$ cat src/rtl/skf_pkg.sv
`timescale 1ns / 1ps
// ----------------------------------------------------------------------------
// skf_pkg - shared types and constants
// Field widths, fixed-point constants, sequencer states and request formats
// for the multichannel scalar Kalman filter.
// ----------------------------------------------------------------------------
package skf_pkg;

    localparam int CHANNELS_DEF = 7;

    localparam int CHAN_W   = 3;
    localparam int SAMPLE_W = 16;
    localparam int EST_W    = 32;
    localparam int GAIN_W   = 31;
    localparam int NOISE_W  = 31;
    localparam int COV_W    = 32;
    localparam int PP_W     = 34;   // p + q
    localparam int DEN_W    = 35;   // p + q + r
    localparam int DIFF_W   = 33;   // z - x
    localparam int MUL_A_W  = 32;
    localparam int MUL_B_W  = 18;
    localparam int PROD_W   = MUL_A_W + MUL_B_W;
    localparam int ACC_W    = 66;
    localparam int SPLIT    = 17;   // low slice width of the split operand
    localparam int FRAC     = 30;
    localparam int SUM_W    = ACC_W - FRAC + 1;

    localparam int DIV_STEPS = GAIN_W;

    localparam logic [GAIN_W-1:0]         ONE_Q30  = GAIN_W'(1) << FRAC;
    localparam logic signed [ACC_W-1:0]   HALF_Q30 = ACC_W'(1) << (FRAC - 1);
    localparam logic [NOISE_W-1:0]        Q_RESET  = NOISE_W'(10737);
    localparam logic [NOISE_W-1:0]        R_RESET  = NOISE_W'(21474836);
    localparam logic signed [EST_W-1:0]   EST_MAX  = {1'b0, {(EST_W-1){1'b1}}};
    localparam logic signed [EST_W-1:0]   EST_MIN  = {1'b1, {(EST_W-1){1'b0}}};

    localparam int CFG_IDX_W = 1;
    localparam logic [CFG_IDX_W-1:0] REG_PROCESS_NOISE     = 1'b0;
    localparam logic [CFG_IDX_W-1:0] REG_MEASUREMENT_NOISE = 1'b1;

    typedef struct packed {
        logic [CHAN_W-1:0]          channel;
        logic signed [SAMPLE_W-1:0] sample;
    } item_t;

    typedef struct packed {
        logic [CHAN_W-1:0]          channel_out;
        logic signed [EST_W-1:0]    estimate_out;
        logic [GAIN_W-1:0]          gain_out;
    } result_t;

    typedef struct packed {
        logic mul;      // capture a product
        logic hi;       // product belongs to the upper slice
        logic acc;      // add the held product
        logic clr;      // preset accumulator to the rounding half
    } mac_ctrl_t;

    typedef enum logic [3:0] {
        S_IDLE,
        S_READ,
        S_DEN,
        S_DIV,
        S_MUL_DL,
        S_MUL_DH,
        S_ACC_D,
        S_EST,
        S_MUL_PL,
        S_MUL_PH,
        S_ACC_P,
        S_WRITE,
        S_RESULT
    } state_t;

endpackage

$ cat src/rtl/skf_ram.sv
`timescale 1ns / 1ps
// ----------------------------------------------------------------------------
// skf_ram - generic single-port-write RAM
// One write port, one read port, registered read data.
// ----------------------------------------------------------------------------
module skf_ram #(
    parameter int WIDTH = 64,
    parameter int DEPTH = skf_pkg::CHANNELS_DEF,
    parameter int AW    = (DEPTH > 1) ? $clog2(DEPTH) : 1
) (
    input  logic             clk,
    input  logic             we,
    input  logic [AW-1:0]    waddr,
    input  logic [WIDTH-1:0] wdata,
    input  logic [AW-1:0]    raddr,
    output logic [WIDTH-1:0] rdata
);

    logic [WIDTH-1:0] mem [DEPTH];
    logic [WIDTH-1:0] rdata_reg;

    always_ff @(posedge clk)
    begin
        if (we)
        begin
            mem[waddr] <= wdata;
        end
        rdata_reg <= mem[raddr];
    end

    assign rdata = rdata_reg;

endmodule

$ cat src/rtl/skf_div.sv
`timescale 1ns / 1ps
// ----------------------------------------------------------------------------
// skf_div - restoring fractional divider
// Gives floor(num * 2^30 / den) for num <= den, one quotient bit per cycle.
// A zero divisor gives a zero quotient.
// ----------------------------------------------------------------------------
module skf_div (
    input  logic                           clk,
    input  logic                           rst_n,
    input  logic                           start,
    input  logic [skf_pkg::PP_W-1:0]       num,
    input  logic [skf_pkg::DEN_W-1:0]      den,
    output logic                           done,
    output logic [skf_pkg::GAIN_W-1:0]     quo
);

    localparam int CNT_W = $clog2(skf_pkg::DIV_STEPS);
    localparam int REM_W = skf_pkg::DEN_W + 1;

    logic                        run_reg, run_next;
    logic                        done_reg, done_next;
    logic [CNT_W-1:0]            cnt_reg, cnt_next;
    logic [REM_W-1:0]            rem_reg;
    logic [skf_pkg::DEN_W-1:0]   den_reg;
    logic [skf_pkg::GAIN_W-1:0]  quo_reg;
    logic                        zero_reg;

    logic                        ge;
    logic [REM_W-1:0]            diff;
    logic                        last;

    assign ge   = rem_reg >= {1'b0, den_reg};
    assign diff = ge ? (rem_reg - {1'b0, den_reg}) : rem_reg;
    assign last = cnt_reg == CNT_W'(skf_pkg::DIV_STEPS - 1);

    always_comb
    begin
        run_next  = run_reg;
        done_next = 1'b0;
        cnt_next  = cnt_reg;
        if (start)
        begin
            run_next = 1'b1;
            cnt_next = '0;
        end
        else if (run_reg)
        begin
            cnt_next = cnt_reg + CNT_W'(1);
            if (last)
            begin
                run_next  = 1'b0;
                done_next = 1'b1;
            end
        end
    end

    always_ff @(posedge clk or negedge rst_n)
    begin
        if (!rst_n)
        begin
            run_reg  <= 1'b0;
            done_reg <= 1'b0;
            cnt_reg  <= '0;
        end
        else
        begin
            run_reg  <= run_next;
            done_reg <= done_next;
            cnt_reg  <= cnt_next;
        end
    end

    always_ff @(posedge clk)
    begin
        if (start)
        begin
            rem_reg  <= REM_W'(num);
            den_reg  <= den;
            quo_reg  <= '0;
            zero_reg <= (den == '0);
        end
        else if (run_reg)
        begin
            rem_reg <= {diff[REM_W-2:0], 1'b0};
            quo_reg <= {quo_reg[skf_pkg::GAIN_W-2:0], ge};
        end
    end

    assign done = done_reg;
    assign quo  = zero_reg ? '0 : quo_reg;

endmodule

$ cat src/rtl/skf_mac.sv
`timescale 1ns / 1ps
// ----------------------------------------------------------------------------
// skf_mac - shared multiply-accumulate unit
// Registered 32x18 signed product, then a 66-bit accumulate with an optional
// shift of the product by the low slice width.
// ----------------------------------------------------------------------------
module skf_mac (
    input  logic                                 clk,
    input  skf_pkg::mac_ctrl_t                   ctrl,
    input  logic signed [skf_pkg::MUL_A_W-1:0]   a,
    input  logic signed [skf_pkg::MUL_B_W-1:0]   b,
    output logic signed [skf_pkg::ACC_W-1:0]     acc
);

    logic signed [skf_pkg::PROD_W-1:0] prod_reg;
    logic                              hi_reg;
    logic signed [skf_pkg::ACC_W-1:0]  acc_reg;
    logic signed [skf_pkg::ACC_W-1:0]  prod_x;
    logic signed [skf_pkg::ACC_W-1:0]  addend;

    assign prod_x = skf_pkg::ACC_W'(prod_reg);
    assign addend = hi_reg ? (prod_x <<< skf_pkg::SPLIT) : prod_x;

    always_ff @(posedge clk)
    begin
        if (ctrl.mul)
        begin
            prod_reg <= a * b;
            hi_reg   <= ctrl.hi;
        end
        if (ctrl.clr)
        begin
            acc_reg <= skf_pkg::HALF_Q30;
        end
        else if (ctrl.acc)
        begin
            acc_reg <= acc_reg + addend;
        end
    end

    assign acc = acc_reg;

endmodule

$ cat src/rtl/scalar_kalman_multichannel_top.sv
`timescale 1ns / 1ps
// A new request stalls until the last one leaves the result state; a channel
// beyond the store skips the update. The pace is set by the 31-step serial
// divider that forms the gain, plus the shared multiplier passes.
// Reset: estimates clear to zero and covariances to 1.0 through per-channel
// valid bits at once; noise registers return to their defaults.
// ----------------------------------------------------------------------------
// scalar_kalman_multichannel_top - multichannel scalar Kalman filter
// Per-channel estimate and covariance update with a shared divider and a
// shared multiply-accumulate unit under a small sequencer.
// ----------------------------------------------------------------------------
module scalar_kalman_multichannel_top #(
    parameter int CHANNELS = skf_pkg::CHANNELS_DEF
) (
    input  logic                              clk,
    input  logic                              rst_n,
    input  logic                              item_valid,
    output logic                              item_stall,
    input  skf_pkg::item_t                    item,
    output logic                              result_valid,
    input  logic                              result_stall,
    output skf_pkg::result_t                  result,
    input  logic                              cfg_write,
    input  logic [skf_pkg::CFG_IDX_W-1:0]     cfg_index,
    input  logic [skf_pkg::NOISE_W-1:0]       cfg_data
);

    localparam int AW    = (CHANNELS > 1) ? $clog2(CHANNELS) : 1;
    localparam int XW    = (AW > skf_pkg::CHAN_W) ? AW : skf_pkg::CHAN_W;
    localparam int RAM_W = skf_pkg::EST_W + skf_pkg::COV_W;
    localparam int EW    = skf_pkg::EST_W;
    localparam int CW    = skf_pkg::COV_W;
    localparam int DW    = skf_pkg::DIFF_W;
    localparam int PW    = skf_pkg::PP_W;
    localparam int SP    = skf_pkg::SPLIT;
    localparam int FR    = skf_pkg::FRAC;
    localparam int AC    = skf_pkg::ACC_W;
    localparam int SW    = skf_pkg::SUM_W;

    skf_pkg::state_t state_reg, state_next;

    logic [skf_pkg::NOISE_W-1:0]      q_reg, r_reg;
    logic [CHANNELS-1:0]              valid_reg;

    logic [skf_pkg::CHAN_W-1:0]       chan_reg;
    logic signed [skf_pkg::SAMPLE_W-1:0] samp_reg;
    logic [AW-1:0]                    addr_reg;
    logic                             oor_reg;
    logic signed [EW-1:0]             x_reg;
    logic [PW-1:0]                    pp_reg;
    logic signed [DW-1:0]             d_reg;
    logic [skf_pkg::GAIN_W-1:0]       k_reg;
    logic signed [EW-1:0]             est_reg;

    logic                             result_valid_reg;
    skf_pkg::result_t                 result_reg;

    logic                             accept;
    logic                             out_free;
    logic                             in_oor;
    logic [XW-1:0]                    chan_x;
    logic [AW-1:0]                    in_addr;

    logic [RAM_W-1:0]                 rdata;
    logic                             ram_we;
    logic [RAM_W-1:0]                 wdata;
    logic                             hit;
    logic [CW-1:0]                    p_rd;
    logic signed [EW-1:0]             x_rd;
    logic signed [EW-1:0]             z;
    logic [skf_pkg::DEN_W-1:0]        den;

    logic                             div_start;
    logic                             div_done;
    logic [skf_pkg::GAIN_W-1:0]       div_quo;

    skf_pkg::mac_ctrl_t               mac_ctrl;
    logic signed [skf_pkg::MUL_A_W-1:0] mac_a;
    logic signed [skf_pkg::MUL_B_W-1:0] mac_b;
    logic signed [AC-1:0]             acc;
    logic [skf_pkg::GAIN_W-1:0]       omk;

    logic signed [SW-1:0]             est_sum;
    logic signed [EW-1:0]             est_sat;
    logic [CW-1:0]                    p_new;

    // ---- request side
    assign item_stall = (state_reg != skf_pkg::S_IDLE);
    assign accept     = item_valid && !item_stall;
    assign chan_x     = XW'(item.channel);
    assign in_addr    = chan_x[AW-1:0];
    assign in_oor     = 32'(item.channel) >= CHANNELS;
    assign out_free   = !result_valid_reg || !result_stall;

    // ---- configuration
    always_ff @(posedge clk or negedge rst_n)
    begin
        if (!rst_n)
        begin
            q_reg <= skf_pkg::Q_RESET;
            r_reg <= skf_pkg::R_RESET;
        end
        else if (cfg_write)
        begin
            case (cfg_index)
                skf_pkg::REG_PROCESS_NOISE:     q_reg <= cfg_data;
                skf_pkg::REG_MEASUREMENT_NOISE: r_reg <= cfg_data;
                default: ;
            endcase
        end
    end

    // ---- sequencer: next state
    always_comb
    begin
        state_next = state_reg;
        case (state_reg)
            skf_pkg::S_IDLE:
            begin
                if (accept)
                begin
                    state_next = in_oor ? skf_pkg::S_RESULT : skf_pkg::S_READ;
                end
            end
            skf_pkg::S_READ:   state_next = skf_pkg::S_DEN;
            skf_pkg::S_DEN:    state_next = skf_pkg::S_DIV;
            skf_pkg::S_DIV:
            begin
                if (div_done)
                begin
                    state_next = skf_pkg::S_MUL_DL;
                end
            end
            skf_pkg::S_MUL_DL: state_next = skf_pkg::S_MUL_DH;
            skf_pkg::S_MUL_DH: state_next = skf_pkg::S_ACC_D;
            skf_pkg::S_ACC_D:  state_next = skf_pkg::S_EST;
            skf_pkg::S_EST:    state_next = skf_pkg::S_MUL_PL;
            skf_pkg::S_MUL_PL: state_next = skf_pkg::S_MUL_PH;
            skf_pkg::S_MUL_PH: state_next = skf_pkg::S_ACC_P;
            skf_pkg::S_ACC_P:  state_next = skf_pkg::S_WRITE;
            skf_pkg::S_WRITE:  state_next = skf_pkg::S_RESULT;
            skf_pkg::S_RESULT:
            begin
                if (out_free)
                begin
                    state_next = skf_pkg::S_IDLE;
                end
            end
            default:           state_next = skf_pkg::S_IDLE;
        endcase
    end

    always_ff @(posedge clk or negedge rst_n)
    begin
        if (!rst_n)
        begin
            state_reg <= skf_pkg::S_IDLE;
        end
        else
        begin
            state_reg <= state_next;
        end
    end

    // ---- sequencer: outputs
    assign omk = skf_pkg::ONE_Q30 - k_reg;

    always_comb
    begin
        mac_ctrl  = '0;
        mac_a     = '0;
        mac_b     = '0;
        div_start = 1'b0;
        ram_we    = 1'b0;
        case (state_reg)
            skf_pkg::S_DEN:
            begin
                div_start = 1'b1;
            end
            skf_pkg::S_MUL_DL:
            begin
                mac_ctrl.mul = 1'b1;
                mac_ctrl.clr = 1'b1;
                mac_a        = {1'b0, k_reg};
                mac_b        = {1'b0, d_reg[SP-1:0]};
            end
            skf_pkg::S_MUL_DH:
            begin
                mac_ctrl.mul = 1'b1;
                mac_ctrl.hi  = 1'b1;
                mac_ctrl.acc = 1'b1;
                mac_a        = {1'b0, k_reg};
                mac_b        = skf_pkg::MUL_B_W'($signed(d_reg[DW-1:SP]));
            end
            skf_pkg::S_MUL_PL:
            begin
                mac_ctrl.mul = 1'b1;
                mac_ctrl.clr = 1'b1;
                mac_a        = {1'b0, omk};
                mac_b        = {1'b0, pp_reg[SP-1:0]};
            end
            skf_pkg::S_MUL_PH:
            begin
                mac_ctrl.mul = 1'b1;
                mac_ctrl.hi  = 1'b1;
                mac_ctrl.acc = 1'b1;
                mac_a        = {1'b0, omk};
                mac_b        = {1'b0, pp_reg[PW-1:SP]};
            end
            skf_pkg::S_ACC_D, skf_pkg::S_ACC_P:
            begin
                mac_ctrl.acc = 1'b1;
            end
            skf_pkg::S_WRITE:
            begin
                ram_we = 1'b1;
            end
            default: ;
        endcase
    end

    // ---- channel store
    skf_ram #(
        .WIDTH (RAM_W),
        .DEPTH (CHANNELS),
        .AW    (AW)
    ) u_store (
        .clk   (clk),
        .we    (ram_we),
        .waddr (addr_reg),
        .wdata (wdata),
        .raddr (in_addr),
        .rdata (rdata)
    );

    assign hit  = valid_reg[addr_reg];
    assign p_rd = hit ? rdata[CW-1:0] : CW'(skf_pkg::ONE_Q30);
    assign x_rd = hit ? $signed(rdata[RAM_W-1:CW]) : '0;

    always_ff @(posedge clk or negedge rst_n)
    begin
        if (!rst_n)
        begin
            valid_reg <= '0;
        end
        else if (ram_we)
        begin
            valid_reg[addr_reg] <= 1'b1;
        end
    end

    // ---- shared units
    assign den = skf_pkg::DEN_W'(pp_reg) + skf_pkg::DEN_W'(r_reg);

    skf_div u_div (
        .clk   (clk),
        .rst_n (rst_n),
        .start (div_start),
        .num   (pp_reg),
        .den   (den),
        .done  (div_done),
        .quo   (div_quo)
    );

    skf_mac u_mac (
        .clk  (clk),
        .ctrl (mac_ctrl),
        .a    (mac_a),
        .b    (mac_b),
        .acc  (acc)
    );

    // ---- datapath
    assign z       = {samp_reg, 16'h0000};
    assign est_sum = SW'(x_reg) + SW'($signed(acc[AC-1:FR]));
    assign est_sat = (est_sum > SW'(skf_pkg::EST_MAX)) ? skf_pkg::EST_MAX :
                     (est_sum < SW'(skf_pkg::EST_MIN)) ? skf_pkg::EST_MIN :
                     est_sum[EW-1:0];
    assign p_new   = (|acc[AC-1:FR+CW]) ? {CW{1'b1}} : acc[FR+CW-1:FR];
    assign wdata   = {est_reg, p_new};

    always_ff @(posedge clk)
    begin
        if (accept)
        begin
            chan_reg <= item.channel;
            samp_reg <= item.sample;
            addr_reg <= in_addr;
            oor_reg  <= in_oor;
        end
        if (state_reg == skf_pkg::S_READ)
        begin
            x_reg  <= x_rd;
            pp_reg <= PW'(p_rd) + PW'(q_reg);
        end
        if (state_reg == skf_pkg::S_DEN)
        begin
            d_reg <= DW'(z) - DW'(x_reg);
        end
        if (div_done)
        begin
            k_reg <= div_quo;
        end
        if (state_reg == skf_pkg::S_EST)
        begin
            est_reg <= est_sat;
        end
    end

    // ---- result register
    always_ff @(posedge clk or negedge rst_n)
    begin
        if (!rst_n)
        begin
            result_valid_reg <= 1'b0;
        end
        else if (state_reg == skf_pkg::S_RESULT && out_free)
        begin
            result_valid_reg <= 1'b1;
        end
        else if (!result_stall)
        begin
            result_valid_reg <= 1'b0;
        end
    end

    always_ff @(posedge clk)
    begin
        if (state_reg == skf_pkg::S_RESULT && out_free)
        begin
            result_reg.channel_out  <= chan_reg;
            result_reg.estimate_out <= oor_reg ? '0 : est_reg;
            result_reg.gain_out     <= oor_reg ? '0 : k_reg;
        end
    end

    assign result_valid = result_valid_reg;
    assign result       = result_reg;

`ifndef ASSERT_OFF
    a_gain_bound: assert property (@(posedge clk) disable iff (!rst_n)
        result_valid |-> (result.gain_out <= skf_pkg::ONE_Q30))
        else $error("gain above one");

    a_oor_zero: assert property (@(posedge clk) disable iff (!rst_n)
        (result_valid && (32'(result.channel_out) >= CHANNELS))
        |-> (result.estimate_out == '0 && result.gain_out == '0))
        else $error("unused channel returned non-zero result");

    a_div_done: assert property (@(posedge clk) disable iff (!rst_n)
        div_done |-> (state_reg == skf_pkg::S_DIV))
        else $error("divider finished outside its wait state");

    a_store_write: assert property (@(posedge clk) disable iff (!rst_n)
        ram_we |-> (!oor_reg && ($past(state_reg) == skf_pkg::S_ACC_P)))
        else $error("store written out of sequence");
`endif

endmodule
$ cat config.mk
export PLATFORM = sky130hd
export DESIGN_NAME = scalar_kalman_multichannel_top
export DESIGN_NICKNAME = d
export VERILOG_FILES = /design/src/rtl/skf_pkg.sv /design/src/rtl/skf_ram.sv /design/src/rtl/skf_div.sv /design/src/rtl/skf_mac.sv /design/src/rtl/scalar_kalman_multichannel_top.sv
export SDC_FILE = /design/constraint.sdc
export NUM_CORES = 2
export LEC_CHECK = 0
export ABC_CLOCK_PERIOD_IN_PS = 8900
export BUFFER_PORTS_ARGS = -buffer_cell sky130_fd_sc_hd__buf_2
export CAP_MARGIN = 10
export CORE_MARGIN = 2
export CORE_UTILIZATION = 58
export CTS_BUF_LIST = sky130_fd_sc_hd__clkbuf_16
export DETAILED_ROUTE_END_ITERATION = 10
export GPL_TIMING_DRIVEN = 1
export PLACE_DENSITY = 0.75
export SYNTH_ARGS = -nofsm -noshare
export SYNTH_HDL_FRONTEND = slang
export SYNTH_SLANG_ARGS = --single-unit
$ cat constraint.sdc
create_clock -name clk -period 8.9 [get_ports clk]
set_input_delay 0.445 -clock clk [delete_from_list [all_inputs] [get_ports clk]]
set_output_delay 0.445 -clock clk [all_outputs]
set_load 0.01 [all_outputs]
* After elaboration in Yosys (flattened, before gate mapping)
Memories as Yosys holds them, arrays and structs flattened. A register that Yosys moved wholly into a read port is not among the register bits.
Cells that the tools add are included.
** Word-level totals
- Register bits after elaboration :: 549
- Latch bits :: 0
- Memory bits (writable) :: 448
- ROM bits :: 0
- Input bits :: 56
- Output and inout bits :: 68
- Logic and storage cells :: 119
- Memories kept :: 1
** Memories
- u_store.mem :: depth 7, width 64, read ports 1, clocked after memory_dff 1, write ports 1, line skf_ram.sv:19 : logic [WIDTH-1:0] mem [DEPTH];
** Cells by class
- Add/sub/neg operators :: 8
- Multiply operators :: 1
- Div/mod/pow operators :: 0
- Order comparisons :: 6
- Eq/ne operators :: 17
- Shift operators :: 0
- Mux-type cells :: 36
- Bitwise logic cells :: 2
- Reduce and logical (&&, ||, !) cells :: 21
** Operators by type and width (count)
- 32-bit two-way mux :: 3
- 18-bit case mux with 4 select lines :: 1
- 34-bit two-way mux :: 2
- 66-bit adder :: 1
- 66-bit two-way mux :: 1
- 31-bit case mux with 2 select lines :: 1
- 4-bit case mux with 13 select lines :: 1
- 32-bit by 18-bit multiplier with 50-bit output :: 1
- 32-bit by 36-bit adder with 37-bit output :: 1
- 37-bit by 32-bit > comparator with 1-bit output, second input constant :: 1
- 37-bit by 32-bit less-than comparator with 1-bit output, second input constant :: 1
- 36-bit by 35-bit greater-or-equal comparator with 1-bit output :: 1
- 34-bit by 31-bit adder with 35-bit output :: 1
- 35-bit logical NOT :: 1
- 35-bit two-way mux :: 1
- 35-bit subtractor :: 1
- 32-bit by 31-bit adder with 33-bit output :: 1
- 32-bit by 32-bit subtractor with 33-bit output :: 1
- 31-bit subtractor, first input constant :: 1
- 4-bit equality test, second input constant :: 5
- 1-bit two-way mux :: 18
- 4-bit by 3-bit equality test with 1-bit output, second input constant :: 4
- 4-bit two-way mux :: 4
- 4-bit OR reduction :: 3
- other kinds (23) :: 35

* Longest topological paths before layout
- Depth in word-level cells :: 5
- Depth in mapped cells :: 41
- Gate-level depth less buffers :: 37

* Hierarchy
Synthesis repeated with hierarchy kept, for this count alone.
** Unflattened totals
- Cell total of the unflattened synthesis :: 6596
- Area total of the unflattened synthesis :: 73305.3 um^2
** Modules (own cells, without submodules)
- skf_mac :: instances 1, cells an instance 3183, area an instance 28200.8 um^2, seq. area each 2852.7 um^2
- skf_ram :: instances 1, cells an instance 967, area an instance 19580.0 um^2, seq. area each 14734.1 um^2
- scalar_kalman_multichannel_top :: instances 1, cells an instance 1737, area an instance 18741.7 um^2, seq. area each 9293.9 um^2
- skf_div :: instances 1, cells an instance 709, area an instance 6782.8 um^2, seq. area each 2937.8 um^2

* Worst setup path after synthesis
No wires, ideal clock.
- Path kind :: reg-to-reg
- Start point :: register k_reg[0] (netlist name)
- End point :: register u_mac.prod_reg[48] (netlist name), data pin
- Setup time :: 258 ps
- Arrival :: 9431 ps
- Required time :: 8642 ps
- Slack :: -788 ps
- Cell stages (with the launch flop) :: 37
- Buffers on the path :: 4
- Period minus slack after synthesis :: 9688 ps
- Path through :: edfxtp_1 clkinv_1 clkbuf_1 ha_1 or3b_4 or4_4 or3_4 nor3_4 nand2b_1 or4_1 clkbuf_1 or2_1 clkbuf_1 a31oi_1 nand2_1 fa_1 inv_1 fa_1 fa_1 fa_1 fa_1 inv_1 fa_1 inv_1 ha_1 clkbuf_1 a21oi_1 o21ai_0 a21o_1 or3_1 a21oi_1 o31ai_1 a221oi_1 a21oi_1 o21a_1 nor2_1 xnor2_1
** Between the ends
- Longest elaborated chain between the ends :: 3
** RTL lines
- start, declared :: line scalar_kalman_multichannel_top.sv:52 : logic [skf_pkg::GAIN_W-1:0] k_reg;
- start signal, assigned :: line scalar_kalman_multichannel_top.sv:302 : k_reg <= div_quo;
- 31-bit subtractor :: line scalar_kalman_multichannel_top.sv:166 : assign omk = skf_pkg::ONE_Q30 - k_reg;
- 31-bit case mux with 2 select lines (*) :: line scalar_kalman_multichannel_top.sv:175 : case (state_reg)
- 32-bit by 18-bit multiplier with 50-bit output (*) :: line skf_mac.sv:28 : prod_reg <= a * b;
- end signal, assigned :: line skf_mac.sv:28
- end, declared :: line skf_mac.sv:15 : logic signed [skf_pkg::PROD_W-1:0] prod_reg;
Mark *: on every way between the ends. The rest lies on a longest branch, timed or not.
A chain may end at the register's enable or synchronous reset.

* Final worst setup path
- Start point :: register k_reg[2] (netlist name)
- End point :: register u_mac.prod_reg[45] (netlist name), data pin
The elaborated chain is that of the path after synthesis.

==> report_table.html <==
<table>
<tr><th>Metric</th><th>Value</th></tr>
<tr><th colspan="2">Outcome</th></tr>
<tr><td>Result of the run</td><td>finished, violations left</td></tr>
<tr><td>Violated checks</td><td>setup timing</td></tr>
<tr><th colspan="2">GRT</th></tr>
<tr><td>Vias in the first global route</td><td>between 50000 and 60000</td></tr>
<tr><td>Largest net degree at the start of global routing</td><td>a little over 90</td></tr>
<tr><td>Grt total ovfl</td><td>0</td></tr>
<tr><td>Number of antenna violations at the first check in global routing</td><td>3</td></tr>
<tr><td>Global-route wire length before repair</td><td>between 200000 and 300000 microns</td></tr>
<tr><td>Total GRT Usage</td><td>between 30% and 40%</td></tr>
<tr><th colspan="2">STA</th></tr>
<tr><td>Final Max Tran Viols</td><td>0</td></tr>
<tr><td>Clock period minus worst slack</td><td>around 9400 ps</td></tr>
<tr><td>Least setup slack across all paths after layout</td><td>-503 ps</td></tr>
<tr><td>RSZ-0062 raised after global routing</td><td>true</td></tr>
<tr><td>Count of endpoints failing hold in the final timing report</td><td>0</td></tr>
<tr><td>Final worst path period share</td><td>106%</td></tr>
<tr><td>Worst Clk Skew</td><td>71.1 ps</td></tr>
<tr><td>Slew of the pin with the lowest slew margin</td><td>about 1400 ps</td></tr>
<tr><td>Worst slew slack as a fraction of its limit</td><td>between 7 and 8%</td></tr>
<tr><td>F_max</td><td>around 110 MHz</td></tr>
<tr><td>Final setup violation count</td><td>23</td></tr>
<tr><th colspan="2">Power</th></tr>
<tr><td>Internal power summed over all cells</td><td>14.1 mW</td></tr>
<tr><td>Switching share of total power</td><td>around two fifths</td></tr>
<tr><td>Psw</td><td>approximately 10 mW</td></tr>
<tr><td>Peak VDD IR</td><td>a little under 0.0003 V</td></tr>
<tr><td>Overall power</td><td>24.3 mW</td></tr>
<tr><td>Leakage component of the power</td><td>between 30 and 40 nW</td></tr>
<tr><td>PwrDens</td><td>307 nW/um^2</td></tr>
<tr><td>Relative contribution of sequential cells to total power</td><td>a little under a third</td></tr>
<tr><td>Clk network pwr share</td><td>between 10% and 20%</td></tr>
<tr><td>Comb pwr share</td><td>50.2%</td></tr>
<tr><th colspan="2">Drt</th></tr>
<tr><td>1st-pass router iterations</td><td>10</td></tr>
<tr><td>Mean number of vias per cell</td><td>just under 6</td></tr>
<tr><td>Total length of routed wires</td><td>just under 200000 microns</td></tr>
<tr><td>DRC Markers</td><td>0</td></tr>
<tr><td>DRC violation total after the first TritonRoute iteration</td><td>5018</td></tr>
<tr><td>Number of routed nets with antenna violations</td><td>0</td></tr>
<tr><td>Via total after detailed routing</td><td>roughly 50000</td></tr>
<tr><td>WL per Instance</td><td>roughly 23 microns</td></tr>
<tr><th colspan="2">Clock tree</th></tr>
<tr><td>H-tree Lvls</td><td>3</td></tr>
<tr><td>Cts bufs inserted</td><td>104</td></tr>
<tr><td>Count of clock tree sinks</td><td>approximately 1100</td></tr>
<tr><td>CTS tree</td><td>built</td></tr>
<tr><td>Clock latency of the later-clocked register in the worst-skew pair</td><td>between 700 and 800 ps</td></tr>
<tr><td>Clock-pin slew of the registers on the worst-case setup and hold paths</td><td>~60 ps</td></tr>
<tr><td>Library cell used as clock root buffer</td><td>clkbuf_16</td></tr>
<tr><td>Maximum buffer depth of the clock tree</td><td>3</td></tr>
<tr><th colspan="2">Floorplan</th></tr>
<tr><td>Die extent in x</td><td>roughly 350 microns</td></tr>
<tr><td>Area of the die</td><td>~120000 sq um</td></tr>
<tr><td>Starting density of the core</td><td>between 50% and 60%</td></tr>
<tr><td>Floorplan Core Area</td><td>between 100000 and 150000 sq um</td></tr>
<tr><td>Count of boundary I/O pins</td><td>around 120</td></tr>
<tr><td>DIE HEIGHT</td><td>roughly 350 microns</td></tr>
<tr><td>Core Rows</td><td>around 130</td></tr>
<tr><th colspan="2">Worst setup path</th></tr>
<tr><td>Critical path start-end classification</td><td>flop to flop</td></tr>
<tr><td>Element type at the critical path end</td><td>flop</td></tr>
<tr><td>Arrival time reported for the critical path endpoint</td><td>roughly 10000 ps</td></tr>
<tr><td>Startpoint type of the worst setup path</td><td>flop</td></tr>
<tr><td>Largest stage delay, worst path</td><td>approximately 560 ps</td></tr>
<tr><td>Required time of the critical path</td><td>roughly 9400 ps</td></tr>
<tr><td>Crit path max fanout</td><td>7</td></tr>
<tr><td>Critical-path top delay cell</td><td>fa_1</td></tr>
<tr><td>Number of cells on the worst reg-to-reg path</td><td>34</td></tr>
<tr><th colspan="2">Finish</th></tr>
<tr><td>Fill cells</td><td>~8700</td></tr>
<tr><td>Largest register FFs</td><td>448</td></tr>
<tr><td>Final instance count without filler cells</td><td>approximately 8400</td></tr>
<tr><td>Core utilization of the finished layout</td><td>between 60% and 70%</td></tr>
<tr><td>Multi-input gate area in the final layout</td><td>~37000 sq um</td></tr>
<tr><td>Final nets</td><td>7687</td></tr>
<tr><td>Total area of sequential cells</td><td>just under 30000 sq um</td></tr>
<tr><td>Area growth from synthesis to layout</td><td>14.9%</td></tr>
<tr><td>Fraction of final layout cells with drive strength greater than 1</td><td>roughly 17%</td></tr>
<tr><th colspan="2">Synthesis</th></tr>
<tr><td>EDFF count, synth</td><td>815</td></tr>
<tr><td>Seq cells post-synth</td><td>1059</td></tr>
<tr><td>Most numerous cell types in the synthesized netlist</td><td>edfxtp_1, nand2_1, inv_1</td></tr>
<tr><td>Distinct cells, synth</td><td>87</td></tr>
<tr><td>Leading cell types by total area after synthesis</td><td>edfxtp_1, fa_1, ha_1, dfxtp_1, nand2_1</td></tr>
<tr><td>Synth Warn #</td><td>0</td></tr>
<tr><td>Mapped Cells</td><td>around 6300</td></tr>
<tr><td>Predominant post-synthesis flop cell</td><td>edfxtp_1</td></tr>
<tr><td>Area of the mapped netlist</td><td>between 60000 and 70000 sq um</td></tr>
<tr><td>Proportion of netlist area held by the largest area contributor</td><td>35.4%</td></tr>
<tr><td>Sequential fraction of the synthesis area</td><td>43.1%</td></tr>
<tr><td>Library cell occupying the most area in the post-synthesis netlist</td><td>edfxtp_1</td></tr>
<tr><td>Leading cell type by number of instances after synthesis</td><td>edfxtp_1</td></tr>
<tr><td>Proportion of register bits with asynchronous set or reset after synthesis</td><td>7.65%</td></tr>
<tr><td>Mean instance size in the synthesized netlist</td><td>between 10 and 15 sq um</td></tr>
<tr><td>Synthesized Nets</td><td>between 7000 and 8000</td></tr>
<tr><th colspan="2">Job</th></tr>
<tr><td>Count of max-cap constraint violations</td><td>0</td></tr>
<tr><th colspan="2">Min path</th></tr>
<tr><td>Worst hold path type</td><td>primary input to flop</td></tr>
<tr><td>Worst hold stages</td><td>2</td></tr>
<tr><th colspan="2">Place</th></tr>
<tr><td>Placed Instances</td><td>between 8000 and 9000</td></tr>
<tr><td>Number of buffer cells added on primary ports</td><td>~120</td></tr>
<tr><td>GPL Wtd Cong</td><td>roughly 1</td></tr>
<tr><td>Post-placement setup slack</td><td>-668 ps</td></tr>
<tr><td>Dpl hpwl</td><td>between 100000 and 150000 microns</td></tr>
</table>
cells in the final DEF, fill, tap and decap left out, types with 19 or more instances in the layout:
| master | n |
|---|---|
| nand4_1 | 35 |
| buf_4 | 401 |
| inv_2 | 22 |
| xnor2_1 | 157 |
| or2_2 | 20 |
| nand3_1 | 49 |
| or3_1 | 23 |
| nand2b_1 | 78 |
| clkinv_2 | 19 |
| and2_1 | 33 |
| xor2_1 | 77 |
| dfxtp_1 | 163 |
| mux4_2 | 65 |
| a211oi_1 | 26 |
| nor2_1 | 431 |
| a21o_1 | 117 |
| o31ai_1 | 19 |
| dlygate4sd3_1 | 43 |
| dfstp_2 | 20 |
| nor2_4 | 19 |
| edfxtp_1 | 815 |
| nand2_1 | 712 |
| fa_1 | 456 |
| buf_2 | 119 |
| dfrtp_1 | 60 |
| clkbuf_16 | 105 |
| mux2_2 | 157 |
| o21a_1 | 41 |
| and3_1 | 28 |
| nor3_1 | 57 |
| a31oi_1 | 23 |
| inv_1 | 691 |
| o21bai_1 | 49 |
| ha_1 | 355 |
| o211ai_1 | 19 |
| buf_6 | 27 |
| a21oi_1 | 339 |
| nor2b_1 | 212 |
| o21ai_0 | 272 |
| mux2i_1 | 111 |
timing repair:
action / CTS / global route
pin swaps: 97 / 64
resized for setup: 147 / 91
hold endpoints to repair: 90 / 0
buffers inserted: 34 / 29
setup endpoints to repair: 25 / 28
hold buffers: 43 / 0
final cells by class:
class / count / share of cell area (%)
multi-input combinational: 4336 / 46.5
sequential: 1059 / 37.5
timing repair buffer: 597 / 5.64
clock buffer: 105 / 3.31
inverter: 690 / 3.28
tap: 1536 / 2.42
clock inverter: 91 / 1.28
antenna: 3 / 0.00946
stage by stage:
stage	TNS, ps	area (sq um)	hold slack [ps]
finish	-5950	79300	41.7
global placement	-7750	73800	366
floorplan	-984	69300	149
detailed placement	-9340	73800	375
global route	-12920	79300	26.1
CTS	-3620	78700	1.24
per-layer routing:
metal	wire length, microns	GRT usage (%)	share of wire (%)
met1	79600	44.9	41
met2	87800	50.0	45
met3	16800	5.18	8.6
met4	10500	15.2	5.4
met5	13	0	0.0067
logic make-up after synthesis:
logic type	after synthesis	synth area share, %
compound gates	1120	10.0
xor+xnor	242	3.07
flops	1059	43.1
buf+inv	949	5.18
simple gates	1796	11.9
mux	335	6.32
fa+ha+maj	843	20.4
critical path, delay by kind of cell (launching register included):
family	cells	cell delay (ps)
AO/OA/AOI/OAI	10	1840
XOR/XNOR	1	130
adder cells (fa/ha/maj)	7	3250
buffers and inverters	7	650
flip-flops	1	400
AND/OR/NAND/NOR	9	2790
power by group through the flow:
stage | Sequential, mW | Combinational, mW | Clock [mW]
detailed placement | 7.53 | 11.5 | 0
finish | 7.47 | 12.2 | 4.66
global placement | 7.52 | 11.3 | 0
CTS | 7.45 | 11.8 | 4.71
floorplan | 7.16 | 7.88 | 0
global route | 7.52 | 13.4 | 4.89
final timing paths:
kind | from | to | slack (ps)
max | k_reg[2] | u_mac.prod_reg[45] | -500
min | cfg_data[19] | r_reg[19] | 40
max reg2reg | k_reg[2] | u_mac.prod_reg[45] | -500
min reg2reg | u_mac.acc[22] | u_mac.acc[22] | 460
max in group asynchronous | rst_n | u_div.run_reg | 7600
min in group asynchronous | rst_n | q_reg[2] | 180
No activity file was read; power rests on OpenSTA's default activity.
